## src/sv/esks_pkg.sv

```systemverilog
// ----------------------------------------------------------------------------
// esks_pkg: shared types and constants for the escape sequence key splitter
// Word formats, controller/datapath command and status groups, byte codes
// and the small byte classifiers used while scanning a sequence.
// ----------------------------------------------------------------------------
package esks_pkg;

    // Input word opcodes
    localparam logic OP_BYTE = 1'b0;
    localparam logic OP_TICK = 1'b1;

    // Timeout register value after reset
    localparam logic [15:0] TIMEOUT_RESET = 16'd20000;

    // Byte codes
    localparam logic [7:0] CH_ESC    = 8'h1b;
    localparam logic [7:0] CH_O      = 8'h4f;
    localparam logic [7:0] CH_LBRACK = 8'h5b;
    localparam logic [7:0] CH_SEMI   = 8'h3b;
    localparam logic [7:0] CH_0      = 8'h30;
    localparam logic [7:0] CH_9      = 8'h39;
    localparam logic [7:0] CH_A      = 8'h41;
    localparam logic [7:0] CH_B      = 8'h42;
    localparam logic [7:0] CH_C      = 8'h43;
    localparam logic [7:0] CH_D      = 8'h44;
    localparam logic [7:0] CH_F      = 8'h46;
    localparam logic [7:0] CH_H      = 8'h48;
    localparam logic [7:0] CH_P      = 8'h50;
    localparam logic [7:0] CH_Q      = 8'h51;
    localparam logic [7:0] CH_R      = 8'h52;
    localparam logic [7:0] CH_S      = 8'h53;
    localparam logic [7:0] CH_TILDE  = 8'h7e;

    // Input and output words
    typedef struct packed {
        logic       opcode;
        logic [7:0] data_byte;
    } t_in_word;

    typedef struct packed {
        logic [7:0] key_byte;
        logic       key_end;
        logic       last;
    } t_out_word;

    // Controller states
    typedef enum logic [2:0] {
        S_IDLE,
        S_SCAN_RD,
        S_SCAN_EV,
        S_EMIT_RD,
        S_EMIT_WR,
        S_FIN
    } t_state;

    // Outcome of looking at one buffered byte during a scan
    typedef enum logic [1:0] {
        V_MORE,     // sequence goes on, look at the next byte
        V_LONE,     // front byte is a key on its own
        V_KEY       // this byte closes a multi-byte key
    } t_verdict;

    // Controller to datapath
    typedef struct packed {
        logic append;
        logic tick_inc;
        logic wait_clr;
        logic idx_clr;
        logic idx_inc;
        logic rd_scan;
        logic kind_ld;
        logic len_one;
        logic len_key;
        logic rd_pop;
        logic hold_cap;
        logic hold_flush;
    } t_cmd;

    // Datapath to controller
    typedef struct packed {
        logic     count_zero;
        logic     count_full;
        logic     idx_at_end;
        logic     timeout_hit;
        t_verdict verdict;
        logic     rem_zero;
        logic     hold_vld;
        logic     out_free;
    } t_status;

    // SS3 final byte: P Q R S
    function automatic logic is_ss3_final(input logic [7:0] c);
        logic hit;
        case (c) inside
            CH_P, CH_Q, CH_R, CH_S: hit = 1'b1;
            default:                hit = 1'b0;
        endcase
        return hit;
    endfunction

    // CSI final byte: A B C D F H P Q R S ~
    function automatic logic is_csi_final(input logic [7:0] c);
        logic hit;
        case (c) inside
            CH_A, CH_B, CH_C, CH_D, CH_F, CH_H, CH_TILDE: hit = 1'b1;
            default:                                      hit = is_ss3_final(c);
        endcase
        return hit;
    endfunction

    // CSI parameter byte: digit or semicolon
    function automatic logic is_csi_param(input logic [7:0] c);
        logic hit;
        case (c) inside
            [CH_0:CH_9], CH_SEMI: hit = 1'b1;
            default:              hit = 1'b0;
        endcase
        return hit;
    endfunction

endpackage

```

## src/sv/esks_ram.sv

```systemverilog
// ----------------------------------------------------------------------------
// esks_ram: generic single-write, single-read RAM
// One write port and one read port with registered read data. Read data
// holds its value on cycles without a read.
// ----------------------------------------------------------------------------
module esks_ram #(
    parameter int WIDTH = 8,
    parameter int DEPTH = 16
) (
    input  logic                     i_clk,
    input  logic                     i_we,
    input  logic [$clog2(DEPTH)-1:0] i_waddr,
    input  logic [WIDTH-1:0]         i_wdata,
    input  logic                     i_re,
    input  logic [$clog2(DEPTH)-1:0] i_raddr,
    output logic [WIDTH-1:0]         o_rdata
);

    logic [WIDTH-1:0] r_mem [DEPTH];
    logic [WIDTH-1:0] r_rdata;

    always_ff @(posedge i_clk) begin
        if (i_we) begin
            r_mem[i_waddr] <= i_wdata;
        end
        if (i_re) begin
            r_rdata <= r_mem[i_raddr];
        end
    end

    assign o_rdata = r_rdata;

endmodule

```

## src/sv/esks_dpath.sv

```systemverilog
// ----------------------------------------------------------------------------
// esks_dpath: datapath of the key splitter
// Ring buffer of pending bytes, scan index and classifier, emit counter,
// wait tick counter with timeout compare, one-word hold stage and the
// output word register.
// ----------------------------------------------------------------------------
module esks_dpath #(
    parameter int BUF_DEPTH = 16
) (
    input  logic                i_clk,
    input  logic                i_rst_n,
    input  esks_pkg::t_cmd      i_cmd,
    output esks_pkg::t_status   o_status,
    input  logic [7:0]          i_data_byte,
    input  logic                i_cfg_we,
    input  logic [15:0]         i_cfg_data,
    input  logic                i_out_ready,
    output logic                o_out_valid,
    output esks_pkg::t_out_word o_out_word
);

    localparam int AW = $clog2(BUF_DEPTH);
    localparam int CW = $clog2(BUF_DEPTH + 1);
    localparam int SW = AW + 1;

    logic [AW-1:0] r_head;
    logic [CW-1:0] r_count;
    logic [CW-1:0] r_idx;
    logic [CW-1:0] r_rem;
    logic          r_kind_csi;
    logic          r_pop_end;
    logic [15:0]   r_wait;
    logic [15:0]   r_timeout;
    logic          r_hold_vld;
    logic [7:0]    r_hold_byte;
    logic          r_hold_end;
    logic          r_out_vld;
    esks_pkg::t_out_word r_out_word;

    logic [SW-1:0] w_sum_wr;
    logic [SW-1:0] w_sum_rd;
    logic [AW-1:0] w_waddr;
    logic [AW-1:0] w_scan_addr;
    logic [AW-1:0] w_raddr;
    logic [AW-1:0] w_head_inc;
    logic [7:0]    w_rdata;
    logic          w_we;
    logic [15:0]   w_wait_inc;
    logic          w_count_full;
    logic          w_out_free;
    esks_pkg::t_verdict w_verdict;

    // Ring addressing: tail for appends, head plus scan index for scans
    assign w_sum_wr    = SW'(r_head) + SW'(r_count);
    assign w_sum_rd    = SW'(r_head) + SW'(r_idx);
    assign w_waddr     = (w_sum_wr >= SW'(BUF_DEPTH)) ? AW'(w_sum_wr - SW'(BUF_DEPTH))
                                                      : AW'(w_sum_wr);
    assign w_scan_addr = (w_sum_rd >= SW'(BUF_DEPTH)) ? AW'(w_sum_rd - SW'(BUF_DEPTH))
                                                      : AW'(w_sum_rd);
    assign w_raddr     = i_cmd.rd_pop ? r_head : w_scan_addr;
    assign w_head_inc  = (r_head == AW'(BUF_DEPTH - 1)) ? '0 : r_head + AW'(1);
    assign w_count_full = (r_count == CW'(BUF_DEPTH));
    assign w_we        = i_cmd.append && !w_count_full;

    esks_ram #(
        .WIDTH (8),
        .DEPTH (BUF_DEPTH)
    ) u_buf (
        .i_clk   (i_clk),
        .i_we    (w_we),
        .i_waddr (w_waddr),
        .i_wdata (i_data_byte),
        .i_re    (i_cmd.rd_scan || i_cmd.rd_pop),
        .i_raddr (w_raddr),
        .o_rdata (w_rdata)
    );

    // Classify the scanned byte by its place in the sequence
    always_comb begin
        if (r_idx == CW'(0)) begin
            w_verdict = (w_rdata == esks_pkg::CH_ESC) ? esks_pkg::V_MORE : esks_pkg::V_LONE;
        end else if (r_idx == CW'(1)) begin
            w_verdict = (w_rdata == esks_pkg::CH_O || w_rdata == esks_pkg::CH_LBRACK)
                        ? esks_pkg::V_MORE : esks_pkg::V_LONE;
        end else if (!r_kind_csi) begin
            w_verdict = esks_pkg::is_ss3_final(w_rdata) ? esks_pkg::V_KEY : esks_pkg::V_LONE;
        end else if (esks_pkg::is_csi_param(w_rdata)) begin
            w_verdict = esks_pkg::V_MORE;
        end else begin
            w_verdict = esks_pkg::is_csi_final(w_rdata) ? esks_pkg::V_KEY : esks_pkg::V_LONE;
        end
    end

    // Saturating tick count and timeout compare on the incremented value
    assign w_wait_inc = (r_wait == 16'hffff) ? r_wait : r_wait + 16'd1;
    assign w_out_free = !r_out_vld || i_out_ready;

    // Buffer bookkeeping, scan and emit counters
    always_ff @(posedge i_clk) begin
        if (!i_rst_n) begin
            r_head     <= '0;
            r_count    <= '0;
            r_idx      <= '0;
            r_rem      <= '0;
            r_kind_csi <= 1'b0;
            r_wait     <= '0;
            r_timeout  <= esks_pkg::TIMEOUT_RESET;
        end else begin
            if (i_cfg_we) begin
                r_timeout <= i_cfg_data;
            end
            if (w_we) begin
                r_count <= r_count + CW'(1);
            end else if (i_cmd.rd_pop) begin
                r_count <= r_count - CW'(1);
            end
            if (i_cmd.rd_pop) begin
                r_head <= w_head_inc;
                r_rem  <= r_rem - CW'(1);
            end else if (i_cmd.len_key) begin
                r_rem <= r_idx + CW'(1);
            end else if (i_cmd.len_one) begin
                r_rem <= CW'(1);
            end
            if (i_cmd.idx_clr) begin
                r_idx <= '0;
            end else if (i_cmd.idx_inc) begin
                r_idx <= r_idx + CW'(1);
            end
            if (i_cmd.kind_ld && r_idx == CW'(1)) begin
                r_kind_csi <= (w_rdata == esks_pkg::CH_LBRACK);
            end
            if (i_cmd.wait_clr) begin
                r_wait <= '0;
            end else if (i_cmd.tick_inc) begin
                r_wait <= w_wait_inc;
            end
        end
    end

    // Key end flag travels with each popped byte
    always_ff @(posedge i_clk) begin
        if (i_cmd.rd_pop) begin
            r_pop_end <= (r_rem == CW'(1));
        end
    end

    // Hold stage: a word waits here until it is known whether another follows
    always_ff @(posedge i_clk) begin
        if (!i_rst_n) begin
            r_hold_vld <= 1'b0;
            r_out_vld  <= 1'b0;
        end else begin
            if (i_cmd.hold_cap) begin
                r_hold_vld <= 1'b1;
            end else if (i_cmd.hold_flush) begin
                r_hold_vld <= 1'b0;
            end
            if ((i_cmd.hold_cap && r_hold_vld) || i_cmd.hold_flush) begin
                r_out_vld <= 1'b1;
            end else if (i_out_ready) begin
                r_out_vld <= 1'b0;
            end
        end
    end

    always_ff @(posedge i_clk) begin
        if (i_cmd.hold_cap) begin
            r_hold_byte <= w_rdata;
            r_hold_end  <= r_pop_end;
        end
        if ((i_cmd.hold_cap && r_hold_vld) || i_cmd.hold_flush) begin
            r_out_word.key_byte <= r_hold_byte;
            r_out_word.key_end  <= r_hold_end;
            r_out_word.last     <= i_cmd.hold_flush;
        end
    end

    // Status back to the controller
    assign o_status.count_zero  = (r_count == CW'(0));
    assign o_status.count_full  = w_count_full;
    assign o_status.idx_at_end  = (r_idx == r_count);
    assign o_status.timeout_hit = (w_wait_inc >= r_timeout);
    assign o_status.verdict     = w_verdict;
    assign o_status.rem_zero    = (r_rem == CW'(0));
    assign o_status.hold_vld    = r_hold_vld;
    assign o_status.out_free    = w_out_free;

    assign o_out_valid = r_out_vld;
    assign o_out_word  = r_out_word;

endmodule

```

## src/sv/esks_ctrl.sv

```systemverilog
// ----------------------------------------------------------------------------
// esks_ctrl: controller of the key splitter
// Takes one input word at a time. A byte, or a tick that hits the timeout,
// starts a step that alternates scanning the front of the buffer and
// emitting whole keys until the buffer holds nothing or an incomplete
// sequence, and finally releases the last word of the step.
module esks_ctrl (
    input  logic              i_clk,
    input  logic              i_rst_n,
    input  logic              i_in_valid,
    input  logic              i_opcode,
    input  esks_pkg::t_status i_status,
    output logic              o_in_ready,
    output esks_pkg::t_cmd    o_cmd
);

    esks_pkg::t_state r_state;
    esks_pkg::t_state n_state;

    // State register
    always_ff @(posedge i_clk) begin
        if (!i_rst_n) begin
            r_state <= esks_pkg::S_IDLE;
        end else begin
            r_state <= n_state;
        end
    end

    // Next state and commands
    always_comb begin
        n_state    = r_state;
        o_cmd      = '0;
        o_in_ready = 1'b0;
        unique case (r_state)
            esks_pkg::S_IDLE: begin
                o_in_ready = 1'b1;
                if (i_in_valid) begin
                    if (i_opcode == esks_pkg::OP_BYTE) begin
                        o_cmd.append  = 1'b1;
                        o_cmd.idx_clr = 1'b1;
                        n_state       = esks_pkg::S_SCAN_RD;
                    end else if (!i_status.count_zero) begin
                        o_cmd.tick_inc = 1'b1;
                        if (i_status.timeout_hit) begin
                            // timeout: front byte goes out alone
                            o_cmd.wait_clr = 1'b1;
                            o_cmd.len_one  = 1'b1;
                            n_state        = esks_pkg::S_EMIT_RD;
                        end
                    end
                end
            end
            esks_pkg::S_SCAN_RD: begin
                if (i_status.count_zero) begin
                    n_state = esks_pkg::S_FIN;
                end else if (i_status.idx_at_end) begin
                    // incomplete; a full buffer flushes its front byte
                    if (i_status.count_full) begin
                        o_cmd.wait_clr = 1'b1;
                        o_cmd.len_one  = 1'b1;
                        n_state        = esks_pkg::S_EMIT_RD;
                    end else begin
                        n_state = esks_pkg::S_FIN;
                    end
                end else begin
                    o_cmd.rd_scan = 1'b1;
                    n_state       = esks_pkg::S_SCAN_EV;
                end
            end
            esks_pkg::S_SCAN_EV: begin
                o_cmd.kind_ld = 1'b1;
                unique case (i_status.verdict)
                    esks_pkg::V_MORE: begin
                        o_cmd.idx_inc = 1'b1;
                        n_state       = esks_pkg::S_SCAN_RD;
                    end
                    esks_pkg::V_KEY: begin
                        o_cmd.wait_clr = 1'b1;
                        o_cmd.len_key  = 1'b1;
                        n_state        = esks_pkg::S_EMIT_RD;
                    end
                    default: begin
                        o_cmd.wait_clr = 1'b1;
                        o_cmd.len_one  = 1'b1;
                        n_state        = esks_pkg::S_EMIT_RD;
                    end
                endcase
            end
            esks_pkg::S_EMIT_RD: begin
                o_cmd.rd_pop = 1'b1;
                n_state      = esks_pkg::S_EMIT_WR;
            end
            esks_pkg::S_EMIT_WR: begin
                // stall while the previous word cannot move to the output
                if (!i_status.hold_vld || i_status.out_free) begin
                    o_cmd.hold_cap = 1'b1;
                    if (i_status.rem_zero) begin
                        o_cmd.idx_clr = 1'b1;
                        n_state       = esks_pkg::S_SCAN_RD;
                    end else begin
                        n_state = esks_pkg::S_EMIT_RD;
                    end
                end
            end
            esks_pkg::S_FIN: begin
                if (!i_status.hold_vld) begin
                    n_state = esks_pkg::S_IDLE;
                end else if (i_status.out_free) begin
                    o_cmd.hold_flush = 1'b1;
                    n_state          = esks_pkg::S_IDLE;
                end
            end
            default: begin
                n_state = esks_pkg::S_IDLE;
            end
        endcase
    end

endmodule

```

## src/sv/escape_sequence_key_splitter.sv

```systemverilog
// ----------------------------------------------------------------------------
// escape_sequence_key_splitter: terminal byte stream to key tokens
//
//   channel  direction  handshake                 word
//   in       input      i_in_valid / o_in_ready   t_in_word  (opcode, data_byte)
//   out      output     o_out_valid / i_out_ready t_out_word (key_byte, key_end, last)
//   cfg      input      i_cfg_we                  i_cfg_data (timeout_ticks)
//
// One word at a time. A tick without timeout emits nothing; otherwise a step
// scans bytes at the front of the buffer and emits whole keys, then releases
// the last word of the step. Each byte is read through the single read port
// of the buffer, whose read data is registered. Synchronous active-low reset
// empties the buffer and loads the timeout with 20000. A stalled output holds
// the emit sequence in place.
// ----------------------------------------------------------------------------
module escape_sequence_key_splitter #(
    parameter int BUF_DEPTH = 16
) (
    input  logic                i_clk,
    input  logic                i_rst_n,
    input  logic                i_in_valid,
    output logic                o_in_ready,
    input  esks_pkg::t_in_word  i_in_word,
    output logic                o_out_valid,
    input  logic                i_out_ready,
    output esks_pkg::t_out_word o_out_word,
    input  logic                i_cfg_we,
    input  logic [15:0]         i_cfg_data
);

    esks_pkg::t_cmd    w_cmd;
    esks_pkg::t_status w_status;

    // Controller
    esks_ctrl u_ctrl (
        .i_clk      (i_clk),
        .i_rst_n    (i_rst_n),
        .i_in_valid (i_in_valid),
        .i_opcode   (i_in_word.opcode),
        .i_status   (w_status),
        .o_in_ready (o_in_ready),
        .o_cmd      (w_cmd)
    );

    // Datapath
    esks_dpath #(
        .BUF_DEPTH (BUF_DEPTH)
    ) u_dpath (
        .i_clk       (i_clk),
        .i_rst_n     (i_rst_n),
        .i_cmd       (w_cmd),
        .o_status    (w_status),
        .i_data_byte (i_in_word.data_byte),
        .i_cfg_we    (i_cfg_we),
        .i_cfg_data  (i_cfg_data),
        .i_out_ready (i_out_ready),
        .o_out_valid (o_out_valid),
        .o_out_word  (o_out_word)
    );

    // Between steps no word is left in the hold stage
    a_idle_hold_empty: assert property (@(posedge i_clk) disable iff (!i_rst_n)
        o_in_ready |-> !w_status.hold_vld)
        else $error("hold stage occupied while taking a new word");

    // The buffer never stays full after a step
    a_idle_not_full: assert property (@(posedge i_clk) disable iff (!i_rst_n)
        o_in_ready |-> !w_status.count_full)
        else $error("buffer full between steps");

    // A step always ends on the closing byte of a key
    a_last_ends_key: assert property (@(posedge i_clk) disable iff (!i_rst_n)
        (o_out_valid && o_out_word.last) |-> o_out_word.key_end)
        else $error("last word of a step does not end a key");

    // A flush at step end shows its word as the last word of the step
    a_out_load_src: assert property (@(posedge i_clk) disable iff (!i_rst_n)
        (w_cmd.hold_flush) |=> (o_out_valid && o_out_word.last))
        else $error("flushed word not shown as last");

endmodule
```

## config.mk

```make
export PLATFORM = sky130hd
export DESIGN_NAME = escape_sequence_key_splitter
export DESIGN_NICKNAME = d
export VERILOG_FILES = /design/src/sv/esks_pkg.sv /design/src/sv/esks_ram.sv /design/src/sv/esks_dpath.sv /design/src/sv/esks_ctrl.sv /design/src/sv/escape_sequence_key_splitter.sv
export SDC_FILE = /design/constraint.sdc
export NUM_CORES = 1
export LEC_CHECK = 0
export CORE_UTILIZATION = 50
export CTS_CLUSTER_SIZE = 25
export DETAILED_ROUTE_END_ITERATION = 6
export DONT_BUFFER_PORTS = 1
export PLACE_DENSITY_LB_ADDON = 0.12
export SYNTH_ARGS = -nofsm -noshare
export SYNTH_HDL_FRONTEND = slang
export SYNTH_SLANG_ARGS = --single-unit
```

## constraint.sdc

```tcl
create_clock -name i_clk -period 3.1 [get_ports i_clk]
set_clock_uncertainty 0.2 [all_clocks]
set_input_delay 0.31 -clock i_clk [delete_from_list [all_inputs] [get_ports i_clk]]
set_output_delay 0.31 -clock i_clk [all_outputs]
set_load 0.02 [all_outputs]
```

==> flow_summary.toml, run 1 <==
[sta]
fmax_mhz = 307.4
worst_setup_margin_ns = -0.1530
finalHoldViolCount = 0
rsz0062_at_grt = "yes"
maxSlewViolCount = 0
holdWs_ns = 0.1023
finalSetupViolations = 21
slew_headroom_pct = 42.28
worst_slew_pin_slew_ns = 0.8630
finalWorstPathRequiredPeriod_ns = 3.253
setup_tns_ns = -2.588
timing.final.crit_share_pct = 104.9

[hold_path]
holdCritStartpoint = "i_in_word[8]"
worst_hold_path.num_cells = 3
endpoint_of_the_worst_hold_timing_path = "u_dpath.r_count[2]"
timing.hold.worst.class = "in -> reg"

[yosys]
synth_async_sr_flop_share_pct = 0
synth-edff-count = 156
average_cell_area_after_synthesis_sq_um = 13.88
synth-main-ff-cell = "sky130_fd_sc_hd__edfxtp_1"
synth_top_family_by_area = "multiplexers"
synth_cell_types = 77
synth-compound-area-share_pct = 5.828
synth_cells = 713
synth_area_sq_um = 9897
muxShareOfSynthArea_pct = 12.39
synth_sequential_area_ratio_pct = 58.86
post_synth_and_or_nand_nor_area_fraction_pct = 11.15
synth-warning-count = 0
synth_seq_cells = 213
mappedNetlistNets = 779
yosys.area_share.adder_pct = 4.779
post_synth_xor_area_fraction_pct = 4.437

[power_and_ir_drop]
clock_power_share_pct = 39.2
power.combinational.fraction_pct = 13.7
netSwitchingFraction_pct = 24.65
power.net_switching_uw = 1712
p_int_uw = 5235
ir_drop_mv = 0.5571
seq_power_share_pct = 47.1
powerDensity_nw_per_um2 = 574.1
leakage_uw = 0.004592

[critical_path]
slowest_delay_ns = 0.41
reg2reg_to = "u_dpath.r_rem[2]"
setup_crit_start_kind = "flop"
worstRegToRegCells = 13
timing.critical_path.arrival_ns = 3.46
slowest_stage = "sky130_fd_sc_hd__or3_4"
criticalPathCategory = "reg -> reg"
required_ns = 3.31
critical_path.cell_chain = "nand3_1, or2_4, or3_4, mux2_4, ha_4, o211ai_1, a21oi_1, o41ai_2, a21o_1, a21o_4, buf_6, a32o_1, o2111a_1"
reg2reg_setup_slack_ns = -0.15
timing.critical_path.to_type = "flop"
r2r_start = "u_dpath.r_wait[15]"
worst-path-max-fanout = 6

[placed_design]
placed_cells = 1035
globalplace.congestion = 0.8318
placement.io_buffers = 0
post-dp-hpwl_um = 13830

[die]
core_region_sq_um = 19460
start_util_pct = 50.85
fp.dieH_um = 142.7
die_width_um = 142.7
io_pins = 42
placement_rows = 51
design.die.area_sq_um = 20360

[grt]
grt_pass1_wl_um = 32880
grt.overflow.total = 0
grt_pass1_vias = 6141
initial_antenna_violation_count = 0
globalRouteTotalUtil_pct = 21.38
grt_max_degree = 38

[clocking]
insertion_delay_ns = 0.53
cts_inserted_buffers = 23
cts_root_buf = "sky130_fd_sc_hd__clkbuf_16"
clockBufferDepth = 3
clock_sinks = 213
cts-htree-levels = 1
worst_setup_hold_path_clk_slew_ns = 0.06
cts_tree = "done"

[detailed_routing]
detailroute.via_count = 6066
detail_route.vias_per_cell = 5.440
drt-pass1-iter-count = 5
wl_per_cell_um = 18.69
drt_iter0_markers = 289
postRouteAntennaNets = 0
drc = 0
routed_wirelength_um = 20840

[cells_and_area]
num-nets-final = 900
antennaDiodeCount = 0
drive_gt1_share_pct = 25.41
post_layout_nonfiller_instances = 1115
synthToLayoutAreaGrowth_pct = 22.28
post_route_core_utilization_pct = 62.18

[run]
max-cap-violations = 0

[outcome]
violated_checks = "setup timing"
run_status = "finished, violations left"
==> worst max-delay path by stage <==
stage                            start                 end  slack [ns]
finish              u_dpath.r_wait[15]    u_dpath.r_rem[2]       -0.15
global route         u_dpath.r_wait[3]   u_dpath.r_wait[4]       -0.28
CTS                  u_dpath.r_wait[6]  u_dpath.r_wait[15]       -0.20
detailed placement  u_dpath.r_wait[15]  u_dpath.r_wait[11]       -0.39
global placement    u_dpath.r_wait[15]   u_dpath.r_wait[1]       -0.39
floorplan            u_dpath.r_wait[3]   u_dpath.r_wait[3]       0.003
==> per-stage QoR <==
stage          setup slack (ns)  cell area, sq um  power (uW)
2_1_floorplan          0.003285              9952        3965
3_3_place_gp            -0.3861             10770        4160
3_5_place_dp            -0.3943             10770        4188
4_1_cts                 -0.1980             11960        7001
5_1_grt                 -0.2826             12100        7228
6_report                -0.1530             12100        6948
==> metal layers <==
| layer | wire, um | global-route usage [%] |
|---|---|---|
| met1 | 9041 | 27.48 |
| met2 | 10340 | 36.64 |
| met3 | 921 | 3.655 |
| met4 | 540 | 7.301 |
| met5 | 0 | 0 |
==> state kept, by name, summed over array words and instances (netlist names) <==
name	cells
u_dpath.r_rem	5
u_dpath.u_buf.o_rdata	8
u_dpath.o_out_word	10
u_dpath.r_hold_end	1
u_dpath.r_wait	16
u_dpath.r_hold_byte	8
u_dpath.r_kind_csi	1
u_dpath.o_out_valid	1
u_dpath.r_hold_vld	1
u_dpath.r_head	4
u_dpath.u_buf.r_mem	128
u_dpath.r_count	5
u_ctrl.r_state	3
u_dpath.r_timeout	16
u_dpath.r_pop_end	1
u_dpath.r_idx	5
==> cell usage in the layout (no fill, tap or decap), drive strengths merged, types with 24 or more instances in the layout <==
| cell type | count |
|---|---|
| xnor2 | 26 |
| clkbuf | 28 |
| edfxtp | 156 |
| ha | 33 |
| nor2 | 67 |
| mux2i | 41 |
| dlygate4sd3 | 31 |
| mux4 | 32 |
| buf | 87 |
| a21oi | 24 |
| nand2 | 40 |
| dfxtp | 57 |
| inv | 33 |
==> power by group through the flow <==
stage	combinational (uW)	clock [uW]	sequential, uW
floorplan	652	0	3310
global placement	837	0	3320
detailed placement	858	0	3330
CTS	951	2780	3270
global route	1050	2890	3280
finish	953	2720	3270
==> critical path, delay by kind of cell, from the launching register on <==
kind / cells / cell delay (ns)
flip-flops: 1 / 0.34
adder cells (fa/ha/maj): 1 / 0.26
buffers and inverters: 1 / 0.12
AO/OA/AOI/OAI: 7 / 1.12
AND/OR/NAND/NOR: 3 / 0.77
multiplexers: 1 / 0.34
==> cells in the mapped netlist (all sizes together), types with 5 or more instances <==
cell type    n  share of area (%)
nor2        67                2.8
clkbuf       8               0.34
edfxtp     156                 47
dfxtp       57                 12
o21ai        8               0.40
mux2         5               0.61
nand2       40                1.6
mux4        32                7.5
buf         14                1.0
xnor2       26                2.5
nand3       14               0.81
nor2b       21                1.4
o211ai       8               0.61
inv         31                1.2
and2         9               0.59
a21oi       24                1.2
a21o         8               0.68
ha          33                4.2
xor2        22                1.9
mux2i       41                4.3
nand4        9               0.78
nor3        11               0.66
nor3b        5               0.53
nand2b       5               0.32
==> logic make-up after synthesis <==
| logic type | after synthesis |
|---|---|
| AO/OA/AOI/OAI | 82 |
| multiplexers | 78 |
| AND/OR/NAND/NOR | 203 |
| XOR/XNOR | 48 |
| flip-flops | 213 |
| adder cells (fa/ha/maj) | 36 |
| buffers and inverters | 53 |
==> layout make-up <==
type | instances | area [sq um]
multi-input cells | 447 | 4020
fillers | 1465 | 7361
inverters | 31 | 118.9
clock inverters | 13 | 157.7
well taps | 265 | 331.6
clock buffers | 28 | 594.3
flip-flops and latches | 213 | 5839
repair buffers | 118 | 1040
==> repair_timing <==
| action | in CTS | in global routing |
|---|---|---|
| endpoints found under the hold margin | 185 | 0 |
| pin swaps | 22 | 21 |
| resized for setup | 22 | 24 |
| hold buffers | 32 | 0 |
| buffers inserted | 3 | 5 |
| gates cloned | 1 | 0 |
| endpoints found under the setup margin | 23 | 27 |
Note: power is estimated with default switching activity, not from simulation.
==> run 2, diff against run 1 <==
--- a/config.mk
+++ b/config.mk
@@ -6,10 +6,11 @@
 export NUM_CORES = 1
 export LEC_CHECK = 0
 export CORE_UTILIZATION = 50
+export CTS_CLUSTER_DIAMETER = 80
 export CTS_CLUSTER_SIZE = 25
 export DETAILED_ROUTE_END_ITERATION = 6
 export DONT_BUFFER_PORTS = 1
-export PLACE_DENSITY_LB_ADDON = 0.12
+export PLACE_DENSITY_LB_ADDON = 0.3
 export SYNTH_ARGS = -nofsm -noshare
 export SYNTH_HDL_FRONTEND = slang
 export SYNTH_SLANG_ARGS = --single-unit
==> run 2 against run 1 <==
  * The flow still finishes with violations (setup timing)
  * Combinational power increased by 2.6%
  * Cell count shrank 2.0%
  * Flip-flop and latch count is the same
  * First-iteration DRC count increased by 0.35%
  * Sequential power is essentially flat
  * Die area unchanged
  * Via count decreased by 0.56%
  * Wire length decreased by 2.6%
  * Clock power decreased by 35%
==> flow_summary.toml, run 2 (synthesis gave the netlist of run 1 again) <==
[outcome]
run_status = "finished, violations left"
violated_checks = "setup timing"

[critical_path]
reg2reg_setup_slack_ns = -0.19
timing.critical_path.arrival_ns = 3.47
r2r_start = "u_dpath.r_wait[1]"
worst-path-max-fanout = 5
reg2reg_to = "u_dpath.r_rem[1]"
setup_crit_start_kind = "flop"
worst_setup_path_startpoint = "u_dpath.r_wait[1]"
required_ns = 3.28
worstRegToRegCells = 15
timing.critical_path.to_type = "flop"
criticalPathCategory = "reg -> reg"

[hold_path]
worst_hold_path.num_cells = 3
endpoint_of_the_worst_hold_timing_path = "u_dpath.r_wait[10]"
holdCritStartpoint = "i_in_word[8]"
timing.hold.worst.class = "in -> reg"

[detailed_routing]
wl_met2_um = 10350
wl_per_cell_um = 18.57
drc = 0
dr_wl_met3_um = 797
routed.top_layer = "met4"
drt_iter0_markers = 290
drt-pass1-iter-count = 5
routed_metal_1_wirelength_um = 8658
routed_wirelength_um = 20290
postRouteAntennaNets = 0
detailroute.via_count = 6032
detail_route.vias_per_cell = 5.519

[cells_and_area]
antennaDiodeCount = 0
drive_gt1_share_pct = 23.31
design_area_sq_um = 11680
fillers = 1470
area.sequential_sq_um = 5839
top_register = "u_dpath.u_buf.r_mem"
largest_register_ffs = 128
synthToLayoutAreaGrowth_pct = 18.00
largestRegisters = "u_dpath.u_buf.r_mem x128, u_dpath.r_timeout x16, u_dpath.r_wait x16"
multi_input_comb_area_sq_um = 3958
layout_commonest_cell = "sky130_fd_sc_hd__edfxtp_1"
num-nets-final = 889
post_layout_nonfiller_instances = 1093
mostFrequentLayoutCells = "156 x sky130_fd_sc_hd__edfxtp_1, 77 x sky130_fd_sc_hd__buf_4, 57 x sky130_fd_sc_hd__nor2_1"

[sta]
finalWorstPathRequiredPeriod_ns = 3.287
worst_setup_margin_ns = -0.1869
maxSlewViolCount = 0
timing.final.crit_share_pct = 106.0
rsz0062_at_grt = "yes"
finalSetupViolations = 22
slew_headroom_pct = 38.27
finalHoldViolCount = 0
fmax_mhz = 304.2
worst_slew_pin_slew_ns = 0.9229

[clocking]
insertion_delay_ns = 0.48
clock_sinks = 213
worst_setup_hold_path_clk_slew_ns = 0.09
clockBufferDepth = 3
cts_root_buf = "sky130_fd_sc_hd__clkbuf_16"
cts_tree = "done"
cts_inserted_buffers = 13
cts-htree-levels = 1

[placed_design]
post-dp-hpwl_um = 13660
pre_cts_ws_ns = -0.3346
placement.io_buffers = 0
globalplace.congestion = 0.8999
placed_cells = 1031
postPlaceCellArea_sq_um = 10740

[power_and_ir_drop]
ir_drop_mv = 0.5078
total_power_uw = 6016
powerDensity_nw_per_um2 = 515.1
leakage_uw = 0.004418

[die]
placement_rows = 51
core_region_sq_um = 19460
die_width_um = 142.7
fp.dieH_um = 142.7
start_util_pct = 50.85
design.die.area_sq_um = 20360
io_pins = 42

[grt]
grt.overflow.total = 0
grt_pass1_vias = 6139
grt_max_degree = 38
globalRouteTotalUtil_pct = 20.60
grt_pass1_wl_um = 32160
initial_antenna_violation_count = 0

[run]
max-cap-violations = 0
==> run 2: cell types whose count changed in the layout (fill, tap and decap cells not counted), moves of 2 or more <==
cell | previous run | this run
sky130_fd_sc_hd__clkbuf_16 | 23 | 13
sky130_fd_sc_hd__clkbuf_1 | 5 | 1
sky130_fd_sc_hd__buf_6 | 7 | 4
sky130_fd_sc_hd__clkinv_1 | 3 | 0
sky130_fd_sc_hd__nor2_1 | 54 | 57
sky130_fd_sc_hd__a21oi_2 | 2 | 4
sky130_fd_sc_hd__bufinv_16 | 3 | 1
sky130_fd_sc_hd__clkinv_2 | 3 | 1
sky130_fd_sc_hd__ha_1 | 29 | 31
sky130_fd_sc_hd__ha_4 | 3 | 1
sky130_fd_sc_hd__inv_6 | 1 | 3
sky130_fd_sc_hd__nor2_2 | 7 | 5
==> run 2: worst max-delay path: stages (launching register included) <==
cell and delay, ns:
sky130_fd_sc_hd__dfxtp_1 0.36, sky130_fd_sc_hd__ha_2 0.19, sky130_fd_sc_hd__nand2_1 0.14, sky130_fd_sc_hd__o31ai_4 0.27, sky130_fd_sc_hd__buf_4 0.17, sky130_fd_sc_hd__nor2_1 0.05, sky130_fd_sc_hd__xor2_1 0.16, sky130_fd_sc_hd__ha_1 0.29
sky130_fd_sc_hd__o21ai_0 0.10, sky130_fd_sc_hd__a211oi_2 0.28, sky130_fd_sc_hd__o41ai_2 0.12, sky130_fd_sc_hd__a21o_1 0.19, sky130_fd_sc_hd__a21o_4 0.23, sky130_fd_sc_hd__buf_6 0.12, sky130_fd_sc_hd__a32o_1 0.21, sky130_fd_sc_hd__o211a_1 0.12
==> run 2: final cells by class <==
| cell class | count | area share, % |
|---|---|---|
| clock buffer | 14 | 2.818 |
| multi-input combinational | 447 | 33.89 |
| clock inverter | 6 | 0.5892 |
| tap | 265 | 2.839 |
| inverter | 31 | 1.018 |
| sequential | 213 | 50.00 |
| timing repair buffer | 117 | 8.849 |
==> run 2: worst max-delay path by stage <==
stage                                     to  slack, ns  cells past startpoint
final                       u_dpath.r_rem[1]      -0.19                     15
after global routing       u_dpath.r_wait[6]      -0.33                     14
after CTS                  u_dpath.r_wait[6]      -0.15                     13
after detailed placement  u_dpath.r_wait[13]      -0.33                     12
after global placement    u_dpath.r_wait[11]      -0.27                     13
after floorplan            u_dpath.r_wait[3]      0.003                     14
==> run 2: per-stage QoR <==
| step | setup TNS [ns] | utilization, % | hold WS (ns) |
|---|---|---|---|
| finish | -2.850 | 60.01 | 0.02749 |
| global route | -5.804 | 60.01 | 0.03607 |
| CTS | -2.433 | 59.52 | 0.005484 |
| detailed placement | -6.048 | 55.18 | 0.2045 |
| global placement | -4.744 | 55.18 | 0.2047 |
| floorplan | 0 | - | 0.2003 |
==> run 2: repair_timing <==
item	CTS	global route
buffers inserted	6	4
endpoints found under the hold margin	185	0
pin swaps	12	14
resized for setup	19	11
endpoints found under the setup margin	23	26
cloned	0	0
hold buffers	32	0
==> run 2: power by group <==
group	total [uW]	leakage [uW]	internal, uW	switching (uW)
logic	978	0.00235	438	540
clock network	1780	0.000193	872	907
registers	3260	0.00187	3180	82.7
==> run 2: routing by layer <==
| layer | vias up | global-route usage [%] |
|---|---|---|
| li1 | 2877 | - |
| met3 | 30 | 2.616 |
| met1 | 2972 | 26.34 |
| met4 | 0 | 5.207 |
| met2 | 153 | 36.97 |
| met5 | - | 0 |
